<file path="src/design/rba_pkg.sv">
// Shared types and constants for the reference-counted block allocator.
// Used by rba_ctrl, rba_datapath and refcount_block_allocator; no dependencies.
package rba_pkg;

  localparam int DEF_MAX_BLOCKS = 1024;
  localparam int DEF_COUNT_BITS = 32;

  localparam int REQ_W = 3;
  localparam int IDX_W = 10;
  localparam int CNT_W = 32;
  localparam int ST_W  = 3;
  localparam int BIU_W = 11;

  localparam logic [BIU_W-1:0] BIU_RESET = 11'd1024;

  typedef enum logic [REQ_W-1:0] {
    REQ_ALLOC = 3'd0,
    REQ_INC   = 3'd1,
    REQ_DEC   = 3'd2,
    REQ_READ  = 3'd3,
    REQ_SET   = 3'd4
  } req_t;

  typedef enum logic [ST_W-1:0] {
    ST_OK      = 3'd0,
    ST_RANGE   = 3'd1,
    ST_NOSPACE = 3'd2,
    ST_UNDER   = 3'd3,
    ST_OVER    = 3'd4
  } status_t;

  typedef enum logic [2:0] {
    S_CLEAR,
    S_IDLE,
    S_RMW,
    S_SCAN,
    S_SHRINK
  } state_t;

  typedef struct packed {
    logic clr_en;
    logic accept;
    logic cfg_wr;
    logic rmw;
    logic scan;
    logic sweep;
  } dp_cmd_t;

  typedef struct packed {
    logic clr_last;
    logic scan_done;
    logic sweep_done;
    logic shrink;
    logic alloc_req;
    logic pend_valid;
  } dp_status_t;

  typedef struct packed {
    status_t          status;
    logic [IDX_W-1:0] blk;
    logic [CNT_W-1:0] cnt;
    logic             shared;
    logic [BIU_W-1:0] free;
  } res_t;

endpackage

</file>
<file path="src/design/rba_ctrl.sv">
// Controller state machine for the block allocator.
// Depends on rba_pkg; drives the datapath commands and the stall and ready outputs.
module rba_ctrl (
  input  logic                clk,
  input  logic                rst,
  input  logic                in_valid,
  input  logic                cfg_valid,
  input  rba_pkg::dp_status_t sts,
  output rba_pkg::dp_cmd_t    cmd,
  output logic                in_stall,
  output logic                cfg_ready
);
  import rba_pkg::*;

  state_t state;
  state_t state_next;

  always_ff @(posedge clk) begin
    if (rst) begin
      state <= S_CLEAR;
    end else begin
      state <= state_next;
    end
  end

  always_comb begin
    state_next = state;
    cmd        = '0;
    in_stall   = 1'b1;
    cfg_ready  = 1'b0;
    case (state)
      S_CLEAR: begin
        cmd.clr_en = 1'b1;
        if (sts.clr_last) begin
          state_next = S_IDLE;
        end
      end
      S_IDLE: begin
        cfg_ready = 1'b1;
        in_stall  = cfg_valid || sts.pend_valid;
        if (cfg_valid) begin
          cmd.cfg_wr = 1'b1;
          if (sts.shrink) begin
            state_next = S_SHRINK;
          end
        end else if (in_valid && !sts.pend_valid) begin
          cmd.accept = 1'b1;
          state_next = sts.alloc_req ? S_SCAN : S_RMW;
        end
      end
      S_RMW: begin
        cmd.rmw    = 1'b1;
        state_next = S_IDLE;
      end
      S_SCAN: begin
        cmd.scan = 1'b1;
        if (sts.scan_done) begin
          state_next = S_IDLE;
        end
      end
      S_SHRINK: begin
        cmd.sweep = 1'b1;
        if (sts.sweep_done) begin
          state_next = S_IDLE;
        end
      end
      default: begin
        state_next = S_IDLE;
      end
    endcase
  end

endmodule

</file>
<file path="config.mk">
export PLATFORM = sky130hd
export DESIGN_NAME = rba_ctrl
export DESIGN_NICKNAME = d
export VERILOG_FILES = /design/src/design/rba_pkg.sv /design/src/design/rba_ctrl.sv
export SDC_FILE = /design/constraint.sdc
export NUM_CORES = 1
export LEC_CHECK = 0
export BUFFER_PORTS_ARGS = -buffer_cell sky130_fd_sc_hd__buf_4
export CAP_MARGIN = 20
export CORE_AREA = 2 2 39 41
export DETAILED_ROUTE_END_ITERATION = 10
export DIE_AREA = 0 0 41 43
export PLACE_DENSITY = 0.52
export SLEW_MARGIN = 15
export SYNTH_ARGS = -nofsm -noshare
export SYNTH_HDL_FRONTEND = slang
export SYNTH_SLANG_ARGS = --single-unit
</file>
<file path="constraint.sdc">
create_clock -name clk -period 1.5 [get_ports clk]
set_input_delay 0.225 -clock clk [delete_from_list [all_inputs] [get_ports clk]]
set_output_delay 0.225 -clock clk [all_outputs]
set_load 0.01 [all_outputs]
</file>
==> flow_summary.toml, run 1 <==
[sta]
max_freq_mhz = 681
hold_viol_final = 0
final.hold.worst_slack_ns = 0.169
post-route-period-util_pct = 97.9
timing.slew.headroom_pct = 83.6
post_route_setup_slack_ns = 0.0313
final-max-slew-violation-count = 0
worstMarginPinSlew_ns = 0.245
rsz_0062_raised_after_global_routing = "yes"
finalCriticalPeriod_ns = 1.47
finalClockSkew_ns = 0.000710
setup-violations-final = 0

[floorplanning]
start_util_pct = 17.2
core_area_um2 = 1380
die-width_um = 41
overall_die_area_um2 = 1760
fp.dieH_um = 43
top_level_ports = 18
std_cell_rows = 14

[critical_path]
critical_path_buffers_and_inverters = 1
crit_slowest_cell = "dfxtp_4"
worstPathRequired_ns = 1.27
worst_setup_end_kind = "output pin"
timing.critical_path.arrival_ns = 1.24
crit_type = "reg2out"
worstPathCellList = "nor3b_4, nand2b_1, or2_1, buf_6"
timing.critical_path.fanout_max = 4
timing.critical_path.slowest_cell_delay_ns = 0.35
worstSetupStartpointType = "register"
cp_top_delay_family = "simple AND/OR/NAND/NOR gates"

[global_routing]
gr-max-usage-layer = "met2"
groute.usage.overall_pct = 9.34
grt_use_met2_pct = 11.6
grt_pass1_wl_um = 1040
number_of_global_route_vias_before_repair = 261
grt_start_max_net_pins = 9
grt_remaining_overflow = 0
groute.layer.met1.usage_pct = 11.3
antenna_found_initial = 0
gr-usage-met3_pct = 3.14

[cells_and_area]
top_regs = "state (3)"
max_flop_register = "state"
proportion_of_layout_cells_with_a_drive_suffix_above_1_pct = 63.6
instances_no_fill = 71
finish.net_count = 66
multi_input_combinational_cell_area_um2 = 186
antenna_cells_inserted = 0
filler_cell_count_in_the_final_layout = 152
largest_register_ffs = 3
layout-area-overhead-vs-synth_pct = 104
post_layout_util_pct = 35.0
ff_latch_area_um2 = 71.3

[cts]
cts_root_buffer = "clkbuf_4"
clock_latency_ns = 0.23
buffers_from_clock_root_to_sink_at_most = 2
cts_inserted_buffers = 3
ctsHtreeMaxLevel = 1
tritoncts = "built"
clock_slew_seen_by_the_registers_of_the_worst_setup_and_hold_paths_ns = 0.04
cts_num_sinks = 3

[synth]
postSynthNetCount = 39
netlist.top_cell.by_area = "dfxtp_1"
async_reset_ff_share_pct = 0
number_of_enable_flip_flop_cells_after_synthesis = 0
post_synthesis_area_per_instance_um2 = 8.20
synth.yosys.warnings = 0
netlist_top_cells_area = "dfxtp_1, and2_1, a311oi_1"
synth.ff_latch_count = 3
synth.yosys.seq_area_share_pct = 25.3
netlist_instances = 29
yosys-top-cells-count = "and2_1, dfxtp_1, nor2_1"
netlist-cell-type-count = 19
synth_top_flop_cell = "dfxtp_1"
synth_top_area_share_pct = 25.3
post_synth_instance_area_um2 = 238

[drt]
drt_first_iter_violations = 5
first_pass_iters = 4
vias = 290
drc = 0
ant_nets = 0
viasPerCell = 4.08
finalWirelength_um = 730
wl_per_cell_um = 10.3

[placement]
hpwlAfterDp_um = 519
post-place-ws_ns = 0.217
final_weighted_congestion_in_routability_driven_placement = 0.767
numPortBuffers = 17
dpl.cell_count = 62

[worst_hold_path]
min-delay-path-class = "in2reg"

[outcome]
status = "finished clean"

[power_and_ir_drop]
p_leak_nw = 0.212
vdd.ir_drop.worst_uv = 289
power_density_nw_per_um2 = 751

[job]
maxCapViolCount = 0
-- worst register-to-register path, stage by stage (launching register included) --
cell	delay, ns
dfxtp_4	0.36
buf_4	0.14
nor2b_1	0.13
o21ai_2	0.21
a21oi_1	0.09
a311oi_1	0.26
-- stage by stage --
stage | instance area (um2) | power [mW] | setup TNS (ns)
after CTS | 415 | 0.349 | 0
after floorplan | 238 | 0.150 | 0
final | 484 | 0.364 | 0
after global placement | 385 | 0.203 | 0
after global routing | 484 | 0.388 | -0.0532
after detailed placement | 385 | 0.202 | 0
-- power by group --
part | switching, mW | internal, mW | total [mW]
registers | 0.00900 | 0.0855 | 0.0945
logic | 0.0506 | 0.0780 | 0.129
clock network | 0.0410 | 0.0996 | 0.141
total | 0.101 | 0.263 | 0.364
-- final timing paths --
path                                  to      from  slack [ns]  cells past startpoint
worst max-delay path            in_stall  state[2]        0.03                      4
worst min-delay path            state[2]       rst        0.17                      2
worst max register to register  state[1]  state[1]        0.21                      5
worst min register to register  state[1]  state[1]        0.58                      2
-- timing repair --
| item | in CTS | in global routing |
|---|---|---|
| buffers inserted | 0 | 5 |
| hold buffers | 0 | 0 |
| setup endpoints to repair | 1 | 2 |
| pin swaps | 1 | 2 |
| gates resized for setup | 3 | 9 |
-- layout make-up --
type / instances / share of cell area [%]
Multi-Input combinational cell: 25 / 38.5
Tap cell: 16 / 4.13
Sequential cell: 3 / 14.7
Timing Repair Buffer: 23 / 37.2
Clock buffer: 4 / 5.43
-- routing by layer --
layer	wire length, um	vias up
met2	383	13
met5	0	-
met1	301	122
met4	0	0
li1	-	155
met3	45	0
-- cell usage in the layout (no fill, tap or decap) --
cell      count
nor3_1        1
clkbuf_4      3
nor3b_4       1
nand2_1       1
buf_4        21
nand2b_1      2
mux2i_1       1
and2b_4       1
nor2b_1       1
a22oi_1       1
nor2_1        2
clkbuf_1      1
and2_2        1
or2_1         1
dfxtp_4       3
nor2_4        1
nor3b_1       2
and2_1        2
o21bai_1      1
o21ai_2       1
a311oi_1      2
buf_6         2
a21oi_1       2
and2_4        1
-- cell families (layout without fill, tap and decap cells) --
logic type / count (synthesis) / in the layout / share of synthesized area [%]
AOI/OAI and AO/OA: 7 / 7 / 21.6
buffers and inverters: 1 / 27 / 3.16
DFF: 3 / 3 / 25.3
muxes: 1 / 1 / 4.21
and+or+nand+nor: 17 / 17 / 45.8
Power figures use the tool's default switching activity.
==> run 2, diff against run 1 <==
- ABC_AREA: unset -> 1
- ABC_CLOCK_PERIOD_IN_PS: unset -> 1500
- PLACE_DENSITY: 0.52 -> 0.54
==> run 2 against run 1 <==
Net effect:
- combinational power fell by 22%
- cell count rose by 13%
- critical path depth rose by 2
- cell area fell by 11%
- area after synthesis rose by 7.4%
- fmax rose by 6.9%
- first-iteration DRC count fell by 60%
- critical endpoint is now cmd[4]
- largest cell class unchanged
==> flow_summary.toml, run 2 <==
[cts]
tritoncts = "built"
holdBufCountCts = 0
cts_num_sinks = 3
post_cts.resized_instances = 0
clock_latency_ns = 0.23
buffers_from_clock_root_to_sink_at_most = 2
clock_slew_seen_by_the_registers_of_the_worst_setup_and_hold_paths_ns = 0.04
cts_root_buffer = "clkbuf_4"
ctsHtreeMaxLevel = 1
postCtsSetupBuffers = 0
cts_inserted_buffers = 3

[floorplanning]
top_level_ports = 18
die-width_um = 41
std_cell_rows = 14
start_util_pct = 18.4
overall_die_area_um2 = 1760
core_area_um2 = 1380
fp.dieH_um = 43

[power_and_ir_drop]
netSwitchingPower_mw = 0.0973
comb_power_share_pct = 30.2
vdd.ir_drop.worst_uv = 221
switching_share_pct = 29.1
p_leak_nw = 0.230
clock_power_share_pct = 41.6
power_density_nw_per_um2 = 776
finalPower_mw = 0.334
intPower_mw = 0.237
p_seq_share_pct = 28.2

[critical_path]
rr_worst_depth = 7
worstPathRequired_ns = 1.27
crit_type = "reg2out"
worstSetupStartpointType = "register"
crit-reg2reg-capture = "state[0]"
timing.reg2reg.setup_slack_ns = 0.47
worst_setup_end_kind = "output pin"
timing.critical_path.fanout_max = 6
timing.critical_path.arrival_ns = 1.15
r2r_start = "state[1]"

[global_routing]
grt_start_max_net_pins = 7
grt_pass1_wl_um = 959
groute.usage.overall_pct = 8.12
grt_remaining_overflow = 0
antenna_found_initial = 0
number_of_global_route_vias_before_repair = 264

[cells_and_area]
layout_commonest_cell = "buf_4"
max_flop_register = "state"
largest_register_ffs = 3
antenna_cells_inserted = 0
layout-area-overhead-vs-synth_pct = 68.6
mostFrequentLayoutCells = "buf_4, inv_1, nand2_1, nor2_1"
finish.net_count = 75
top_regs = "state (3)"
proportion_of_layout_cells_with_a_drive_suffix_above_1_pct = 48.4

[synth]
synth_top_flop_cell = "dfxtp_1"
synth_compound_area_share_pct = 3.92
synth-simple-area-share_pct = 54.9
netlist_instances = 44
postSynthNetCount = 54
synth.yosys.seq_area_share_pct = 23.5
post_synth_xor_area_fraction_pct = 0
multiplexer_fraction_of_the_synthesized_cell_area_pct = 0
post_synthesis_area_per_instance_um2 = 5.80
synth_top_area_share_pct = 23.5
synth.ff_latch_count = 3
netlist-cell-type-count = 12
yosys-top-cells-count = "inv_1, nand2_1, nor2_1, nand3_1, nor2_2"
synth.yosys.warnings = 0
synth_top_family_by_area = "simple AND/OR/NAND/NOR gates"
synthAdderAreaFrac_pct = 0
netlist.top_cell.by_area = "dfxtp_1"
async_reset_ff_share_pct = 0
netlist_top_cells_area = "dfxtp_1, nor2_2, inv_1"
number_of_enable_flip_flop_cells_after_synthesis = 0
post_synth_instance_area_um2 = 255

[sta]
finalClockSkew_ns = 0.000176
rsz_0062_raised_after_global_routing = "no"
hold_viol_final = 0
finalCriticalPeriod_ns = 1.37
max_freq_mhz = 728
final-max-slew-violation-count = 0
setup-violations-final = 0
post-route-period-util_pct = 91.6
final.hold.worst_slack_ns = 0.174
setup_total_negative_slack_ns = 0
worstMarginPinSlew_ns = 0.218
timing.slew.headroom_pct = 85.4

[worst_hold_path]
hold_path_end = "state[1]"
worst_hold_path.num_cells = 2
min_from = "rst"
min-delay-path-class = "in2reg"

[outcome]
status = "finished clean"

[drt]
wl_per_cell_um = 7.81
viasPerCell = 3.93
drt_first_iter_violations = 2
first_pass_iters = 2
ant_nets = 0
vias = 314
drc = 0
finalWirelength_um = 625

[placement]
hpwlAfterDp_um = 520
numPortBuffers = 17
final_weighted_congestion_in_routability_driven_placement = 0.758

[job]
maxCapViolCount = 0
## run 2: cell types whose count changed in the layout (fill, tap and decap cells not counted), moves of 3 or more
cell,delta
buf_4,-4
dfxtp_4,-3
inv_1,+7
inv_2,+3
nand2_1,+6
nand3_1,+5
nor2_1,+4
nor2_2,+5
## run 2: cell families (layout without fill, tap and decap cells)
| logic type | after synthesis | in the layout |
|---|---|---|
| compound gates | 2 | 2 |
| simple gates | 28 | 28 |
| buf+inv | 11 | 31 |
| flops | 3 | 3 |
## run 2: worst max-delay path by stage
| stage | startpoint | endpoint | slack (ns) | cells after the start |
|---|---|---|---|---|
| floorplan | state[0] | cmd[4] | 0.47 | 4 |
| global placement | state[0] | cmd[4] | 0.33 | 5 |
| detailed placement | state[0] | cmd[4] | 0.31 | 5 |
| CTS | state[0] | cmd[4] | 0.06 | 5 |
| global route | state[1] | cmd[4] | 0.04 | 6 |
| finish | state[1] | cmd[4] | 0.13 | 6 |
## run 2: stage by stage
step                area [um2]  setup WS (ns)  std cells  utilization, %
global placement           395          0.335         76            28.6
floorplan                  255          0.470         44               -
detailed placement         395          0.306         76            28.6
finish                     430          0.126         80            31.1
global route               430         0.0433         80            31.1
CTS                        422         0.0591         80            30.5
## run 2: area by class of cell
class | instances | area [um2]
timing repair buffer | 17 | 128
sequential | 3 | 61.3
inverter | 10 | 37.5
tap | 16 | 20.0
fill | 168 | 953
multi-input combinational | 30 | 158
clock buffer | 4 | 26.3
## run 2: critical path, stage by stage (launching register included)
cell     delay (ns)
dfxtp_1        0.33
inv_2          0.11
nand3_4        0.11
nor2_2         0.11
nand3_1        0.09
inv_2          0.06
buf_4          0.11
## run 2: power groups by stage
stage,clock network [mW],logic (mW),registers [mW]
global route,0.153,0.113,0.0957
detailed placement,0,0.0991,0.0935
floorplan,0,0.0561,0.0922
CTS,0.148,0.0995,0.0922
finish,0.139,0.101,0.0942
global placement,0,0.0986,0.0932
## run 2: per-layer routing
metal / routed length [um] / vias up / GRT usage [%]
met5: 0 / - / 0
met1: 274 / 130 / 10.3
met3: 66 / 0 / 4.71
met2: 284 / 10 / 10.6
li1: - / 174 / -
met4: 0 / 0 / 4.00
